--- src/rtl/core/bsls_pkg.sv ---
`timescale 1ns / 1ps
// bsls_pkg: sizes, payload structs, codes and helper functions of the banded solver.
// No dependencies; every module of the solver but bsls_ram imports it.
`default_nettype none
package bsls_pkg;

   localparam int MAX_ROWS   = 64;
   localparam int MAX_BAND   = 7;
   localparam int HALF_MAX   = (MAX_BAND - 1) / 2;

   localparam int ROW_W      = $clog2(MAX_ROWS);
   localparam int N_W        = $clog2(MAX_ROWS + 1);
   localparam int COL_W      = $clog2(MAX_BAND);
   localparam int HALF_W     = $clog2(HALF_MAX + 1);
   localparam int CNT_W      = $clog2(HALF_MAX + 2);
   localparam int BAND_DEPTH = MAX_ROWS * MAX_BAND;
   localparam int BADDR_W    = $clog2(BAND_DEPTH);

   localparam int VAL_W      = 32;
   localparam int FRAC_W     = 16;
   localparam int PROD_W     = 2 * VAL_W;
   localparam int SUM_W      = PROD_W - FRAC_W + 1;
   localparam int DIV_STEPS  = VAL_W + FRAC_W;
   localparam int DIV_CNT_W  = $clog2(DIV_STEPS);

   localparam int Q_DEPTH    = 2;
   localparam int Q_PTR_W    = $clog2(Q_DEPTH);
   localparam int Q_CNT_W    = $clog2(Q_DEPTH + 1);

   localparam int SIZE_W     = 7;
   localparam int BW_W       = 3;
   localparam int CSR_IDX_W  = 1;
   localparam int CSR_DATA_W = 7;

   localparam logic [CSR_IDX_W-1:0] CSR_SYSTEM_SIZE = 1'b0;
   localparam logic [CSR_IDX_W-1:0] CSR_BAND_WIDTH  = 1'b1;

   localparam logic [1:0] CMD_WRITE_BAND = 2'd0;
   localparam logic [1:0] CMD_WRITE_RHS  = 2'd1;
   localparam logic [1:0] CMD_SOLVE      = 2'd2;

   typedef struct packed {
      logic [1:0]              command;
      logic [ROW_W-1:0]        row_index;
      logic [COL_W-1:0]        band_column;
      logic signed [VAL_W-1:0] entry_value;
   } req_type;

   typedef struct packed {
      logic signed [VAL_W-1:0] solution_value;
      logic [ROW_W-1:0]        solution_row;
      logic                    last_row;
      logic                    status;
   } rsp_type;

   typedef enum logic [1:0] {OP_BAND, OP_RHS, OP_SOLVE} op_type;

   typedef struct packed {
      op_type                  op;
      logic [BADDR_W-1:0]      band_addr;
      logic [ROW_W-1:0]        row;
      logic signed [VAL_W-1:0] value;
   } item_type;

   typedef struct packed {
      logic     valid;
      item_type item;
   } head_type;

   typedef enum logic [1:0] {MK_BAND, MK_RHS_LO, MK_RHS_UP} mac_kind_type;

   typedef enum logic [4:0] {
      ST_IDLE,
      ST_LP_BR, ST_LP_PIV_RD, ST_LP_PIV_CAP, ST_LP_D, ST_LP_A_RD, ST_LP_A_CAP,
      ST_LP_DIV, ST_LP_K,
      ST_UP_BR, ST_UP_PIV_RD, ST_UP_PIV_CAP, ST_UP_D, ST_UP_A_RD, ST_UP_A_CAP,
      ST_UP_DIV,
      ST_MAC_SRC, ST_MAC_DST, ST_MAC_MUL, ST_MAC_WR,
      ST_DV_BR, ST_DV_PIV_RD, ST_DV_PIV_CAP, ST_DV_DIV,
      ST_OUT_RD, ST_OUT_SEND
   } state_type;

   function automatic logic [BADDR_W-1:0] band_addr(input logic [ROW_W-1:0] row,
                                                    input logic [COL_W-1:0] col);
      band_addr = BADDR_W'(row) * BADDR_W'(MAX_BAND) + BADDR_W'(col);
   endfunction

   // Clamp a widened sum into the signed value range.
   function automatic logic signed [VAL_W-1:0] sat_val(input logic signed [SUM_W-1:0] v);
      if (v[SUM_W-1:VAL_W-1] == {(SUM_W-VAL_W+1){v[SUM_W-1]}}) begin
         sat_val = v[VAL_W-1:0];
      end else if (v[SUM_W-1]) begin
         sat_val = {1'b1, {(VAL_W-1){1'b0}}};
      end else begin
         sat_val = {1'b0, {(VAL_W-1){1'b1}}};
      end
   endfunction

endpackage
`default_nettype wire

--- src/rtl/core/bsls_front.sv ---
`timescale 1ns / 1ps
// bsls_front: accepts request transactions, decodes them and queues them for the back end.
// Depends on bsls_pkg.
`default_nettype none
module bsls_front (
   input  wire logic               clock,
   input  wire logic               reset,
   input  wire logic               req_valid,
   output logic                    req_stall,
   input  wire bsls_pkg::req_type  req_data,
   input  wire logic               pop,
   output bsls_pkg::head_type      head
);
   import bsls_pkg::*;

   item_type             slot_ff [Q_DEPTH];
   logic [Q_PTR_W-1:0]   wr_ptr_ff, rd_ptr_ff;
   logic [Q_CNT_W-1:0]   cnt_ff, cnt_in;
   item_type             item;
   logic                 keep;
   logic                 push;

   // Decode: drop unknown commands and out-of-range writes here.
   always_comb begin
      item.band_addr = band_addr(req_data.row_index, req_data.band_column);
      item.row       = req_data.row_index;
      item.value     = req_data.entry_value;
      item.op        = OP_SOLVE;
      keep           = 1'b0;
      unique case (req_data.command)
         CMD_WRITE_BAND: begin
            item.op = OP_BAND;
            keep    = (int'(req_data.band_column) < MAX_BAND) &&
                      (int'(req_data.row_index) < MAX_ROWS);
         end
         CMD_WRITE_RHS: begin
            item.op = OP_RHS;
            keep    = int'(req_data.row_index) < MAX_ROWS;
         end
         CMD_SOLVE: begin
            item.op = OP_SOLVE;
            keep    = 1'b1;
         end
         default: keep = 1'b0;
      endcase
   end

   assign req_stall  = cnt_ff == Q_CNT_W'(Q_DEPTH);
   assign push       = req_valid && !req_stall && keep;
   assign head.valid = cnt_ff != '0;
   assign head.item  = slot_ff[rd_ptr_ff];

   always_comb begin
      cnt_in = cnt_ff;
      if (push && !pop) begin
         cnt_in = cnt_ff + 1'b1;
      end else if (pop && !push) begin
         cnt_in = cnt_ff - 1'b1;
      end
   end

   always_ff @(posedge clock) begin
      if (reset) begin
         wr_ptr_ff <= '0;
         rd_ptr_ff <= '0;
         cnt_ff    <= '0;
      end else begin
         cnt_ff <= cnt_in;
         if (push) begin
            wr_ptr_ff <= wr_ptr_ff + 1'b1;
         end
         if (pop) begin
            rd_ptr_ff <= rd_ptr_ff + 1'b1;
         end
      end
      if (push) begin
         slot_ff[wr_ptr_ff] <= item;
      end
   end
endmodule
`default_nettype wire

--- config.mk ---
export PLATFORM = sky130hd
export DESIGN_NAME = bsls_front
export DESIGN_NICKNAME = d
export VERILOG_FILES = /design/src/rtl/core/bsls_pkg.sv /design/src/rtl/core/bsls_front.sv
export SDC_FILE = /design/constraint.sdc
export NUM_CORES = 1
export LEC_CHECK = 0
export ABC_CLOCK_PERIOD_IN_PS = 5720
export BUFFER_PORTS_ARGS = -buffer_cell sky130_fd_sc_hd__buf_2
export CELL_PAD_IN_SITES_DETAIL_PLACEMENT = 0
export CELL_PAD_IN_SITES_GLOBAL_PLACEMENT = 1
export CORE_MARGIN = 10
export CORE_UTILIZATION = 30
export DETAILED_ROUTE_END_ITERATION = 8
export PLACE_DENSITY = 0.61
export RECOVER_POWER = 50
export SYNTH_ARGS = -nofsm -noshare
export SYNTH_HDL_FRONTEND = slang
export SYNTH_SLANG_ARGS = --single-unit
--- constraint.sdc ---
create_clock -name clock -period 5.72 [get_ports clock]
set_clock_uncertainty 0.2 [all_clocks]
set_input_delay 0.858 -clock clock [delete_from_list [all_inputs] [get_ports clock]]
set_output_delay 0.858 -clock clock [all_outputs]
set_load 0.02 [all_outputs]
**Word level (Yosys, flattened, before mapping)**

Memory sizes are Yosys's and may differ from the RTL's. A register that Yosys moved wholly into a read port is not among the register bits.
Cells that the tools add are included.

- Add/subtract/negate cells: 5
- Multipliers: 1
- Div/mod/pow operators: 0
- $lt $le $gt $ge: 1
- Equal/unequal tests: 3
- Shifts and indexed selects: 0
- Mux-type cells: 8
- Bitwise gates (word level): 0
- Reduce and logical (&&, ||, !) cells: 11

Operators by type and width:

| operator | count |
|---|---|
| adder 9 x 3 -> 9 bit | 1 |
| multiplier 6 x 3 -> 9 bit (second input constant) | 1 |
| == test 2 bit (second input constant) | 2 |
| logical AND 1 bit | 4 |
| 2-to-1 mux 1 bit | 4 |
| 2-to-1 mux 2 bit | 2 |
| one-hot mux 2 bit (2 select lines) | 1 |
| nonzero test 2 bit | 2 |
| zero test 1 bit | 3 |
| less-than comparator 3 bit (second input constant) | 1 |
| adder 1 bit (second input constant) | 2 |
| adder 2 x 1 -> 2 bit (second input constant) | 1 |
| == test 2 x 1 -> 1 bit (second input constant) | 1 |
| zero test 2 bit | 1 |
| one-hot mux 1 bit (2 select lines) | 1 |
| OR reduction 2 bit | 1 |
| subtractor 2 x 1 -> 2 bit (second input constant) | 1 |

- Flip-flop bits (word level): 4
- Latch bits: 0
- Memory bits (writable): 98
- ROM bits: 0
- Input port bits: 47
- Output and inout bits: 51
- Word-level logic and storage cells: 33
- Memories kept: 1

Memory list:

| name | words | width | read ports | clocked after memory_dff | wr ports | RTL line | RTL |
|---|---|---|---|---|---|---|---|
| slot_ff | 2 | 49 | 1 | 1 | 1 | bsls_front.sv:16 | `item_type slot_ff [Q_DEPTH];` |

**Logic depth before layout (Yosys ltp)**

- Word-level depth: 8
- Depth in mapped cells: 9
- Depth with buffers taken out: 9

**Least setup slack after synthesis**

OpenSTA, ideal clock, no wires.

- Path kind: input -> register
- Start point: in req_data[35] (netlist name)
- End point: mem slot_ff[0][46] (netlist name) (data pin)
- Setup time: 266 ps
- Arrival: 2967 ps
- Data required time: 5254 ps
- Setup slack: 2287 ps
- Stages on the path: 9
- Path buffers: 0
- Cells stage by stage: fa_1 -> inv_1 -> fa_1 -> inv_1 -> ha_1 -> a21o_1 -> a221oi_2 -> a21oi_1 -> xor2_1

RTL lines:

| item | RTL line | RTL |
|---|---|---|
| start, declared | bsls_front.sv:10 | `input wire bsls_pkg::req_type req_data,` |
| end, declared | bsls_front.sv:16 |  |

**Final worst setup path**

- Start point: in req_data[41] (netlist name)
- End point: mem slot_ff[1][33] (netlist name) (enable)

- Cells in the longest elaborated chain, start to end: 6
- Elaborated cells on any way between the ends: 8
- Classes of those cells: 2 x eq/ne; 3 x mux; 3 x reduce/logical

RTL lines:

| item | RTL line | RTL |
|---|---|---|
| == test 2 bit or == test 2 x 1 -> 1 bit (tied branches) | bsls_front.sv:30 | `unique case (req_data.command)` |
| OR reduction 2 bit (no line) | n/a |  |
| one-hot mux 1 bit (2 select lines) * | bsls_front.sv:30 |  |
| logical AND 1 bit * | bsls_front.sv:49 | `assign push = req_valid && !req_stall && keep;` |
| 2-to-1 mux 1 bit * | bsls_front.sv:76 | `if (push) begin` |
| 2-to-1 mux 1 bit (implied by the code) * | bsls_front.sv:77 | `slot_ff[wr_ptr_ff] <= item;` |

Every way passes the cells marked *; elsewhere a longest branch is shown, timed or not.

==> out/results.tsv <==
metric	value	unit
status	finished, violations left	
failing checks	capacitance limit, slew limit	
global route total overflow	0	
Clock transition at path regs	0.07	ns
Crit path arrival time	3.89	ns
DR vias	2407	
GPL Wtd Cong	0.701	
n_diodes	0	
Final Critical Period	4.20	ns
CTS Hold Bufs	0	
total power	1.83	mW
worst-case clock buffer depth	2	
vias in the first global route	2649	
Yosys cell types	30	
area grow syn2layout	21.6	%
cell row count	44	
Final setup viols	0	
TritonCTS clock tree	done	
All-Layer GR Usage	9.15	%
HP Class	register to register	
initial antenna violation count	0	
Setup crit end kind	register	
register area	0.00304	sq mm
Post-Syn Nets	326	
Fmax	238	MHz
worst path required time	5.41	ns
warnings from Yosys	0	
buffer count from post-CTS setup fixing	0	
Post-DRT Antenna Nets	0	
PostCTS Resize Cnt	0	
fillcell total	1430	
worst-path fanout max	49	
DRC errors left	0	
maximum VDD drop	0.000115	V
P_leak	2.02	nW
Setup WS pre-CTS	2.02	ns
ys async rst share	0	%
via/cell ratio	4.41	
final worst slack	1.52	ns
final hold vios	0	
worst skew pair latency	0.34	ns
slew margin rel.	-97.0	%
Die H	141	um
largest net degree at the start of global routing	50	
most frequently used flop master after synthesis	edfxtp_1	
first-pass GRT wire length	14.2	mm
multi-input logic area	0.00123	sq mm
final core utilization	37.0	%
final wirelength	8.96	mm
Core ar.	0.0144	sq mm
drt initial violations	86	
Post-synth EDFFs	98	
worst slew pin tran	2.96	ns
CTS H-tree depth	3	
Mean Syn Cell Area	17.4	sq um
setup TNS	0	ns
Initial Util	30.5	%
Worst setup SP type	input pin	
Max Slew Vio Count	50	
Power Density	343	mW/mm^2
unrepaired setup endpoints after global routing	false	
Ports	98	
number of CTS-inserted buffers	9	
Sink Count	103	
Root Buffer	clkbuf_16	
die area	0.0199	sq mm
max-cap viol count	1	
Seq cells post-synth	103	
period utilisation layout	73.4	%
Die Wd	141	um
HPWL after detailed placement	6.07	mm
sequential share of the synthesized area	69.2	%
Post-Syn Instances	252	
Pre-antenna DRT Iters	4	
Post-Syn Area	0.00439	sq mm
I/O Buffers	97	
CP Class	input pin to register	
layout cell share with drive strength beyond 1	37.8	%
Final #Nets	431	
Routed WL per cell	16.4	um
-- per-stage QoR --
| stage | std cells | hold WS (ns) | cell area (sq um) |
|---|---|---|---|
| floorplan | 252 | 0.256 | 4390 |
| global placement | 530 | 0.274 | 5100 |
| detailed placement | 530 | 0.296 | 5100 |
| CTS | 546 | 0.306 | 5380 |
| global route | 546 | 0.362 | 5340 |
| finish | 546 | 0.300 | 5340 |
-- critical path: stages --
cell,delay (ns)
clkbuf_1,0.11
ha_1,0.21
nor3b_1,0.34
and3_2,0.23
clkbuf_1,2.07
-- placed cells by master, fill, tap and decap left out, types with 4 or more instances in the layout --
master	n
a21oi_1	5
clkbuf_1	30
mux2_2	49
dfxtp_1	4
fa_1	7
clkbuf_16	9
buf_2	69
nor2_1	7
ha_1	20
inv_1	23
a21o_1	4
edfxtp_1	98
xnor2_1	4
-- Yosys cell counts, types with 2 or more instances --
master	n	share of area [%]
fa_1	7	3.2
nor2b_1	2	0.28
mux2_2	49	13
nand3_1	2	0.23
xnor2_1	4	0.80
dfxtp_1	5	2.3
a21o_1	4	0.68
xor2_1	3	0.60
a21oi_1	5	0.57
edfxtp_1	98	67
ha_1	20	5.7
nor2_1	7	0.60
inv_1	24	2.1
buf_2	4	0.46
o21a_1	3	0.51
-- final cells by class --
type / instances / area share, %
multi-input combinational: 120 / 23.1
sequential: 103 / 57.0
timing repair buffer: 99 / 8.64
inverter: 24 / 1.69
tap: 184 / 4.31
clock inverter: 6 / 0.960
clock buffer: 10 / 4.29
-- sequential cells by signal (all words and copies together) (netlist names), named ones only --
| name | flops |
|---|---|
| rd_ptr_ff | 1 |
| cnt_ff | 2 |
| wr_ptr_ff | 1 |
| slot_ff | 98 |
-- report_power, final --
part	switching (mW)	internal (mW)	total, mW	leakage [nW]
combinational	0.201	0.132	0.333	0.945
sequential	0.0108	0.894	0.905	0.938
clock	0.263	0.334	0.597	0.139
-- path summary, 6_finish.rpt --
kind | start | end | slack (ns) | depth (start not counted)
setup reg to reg | cnt_ff[0]$_SDFFE_PP0P_ | slot_ff[1][33]$_DFFE_PP_ | 1.89 | 4
hold reg to reg | cnt_ff[1]$_SDFFE_PP0P_ | cnt_ff[1]$_SDFFE_PP0P_ | 0.30 | 2
setup / recovery | req_data[41] | slot_ff[1][33]$_DFFE_PP_ | 1.52 | 5
hold / removal | cnt_ff[1]$_SDFFE_PP0P_ | cnt_ff[1]$_SDFFE_PP0P_ | 0.30 | 2
-- logic make-up after synthesis --
| kind of cell | after synthesis | share of synthesized area [%] |
|---|---|---|
| compound gates | 17 | 2.79 |
| xor+xnor | 7 | 1.40 |
| fa+ha+maj | 27 | 8.88 |
| buf+inv | 29 | 2.68 |
| flops | 103 | 69.2 |
| mux | 49 | 12.6 |
| simple gates | 20 | 2.45 |
-- layer usage --
layer	wire, um	up-vias	GRT usage (%)
li1	-	1145	-
met1	3800	1202	10.2
met2	4550	50	15.3
met3	407	10	2.52
met4	203	0	5.54
met5	0	-	0
Power figures use the tool's default switching activity.
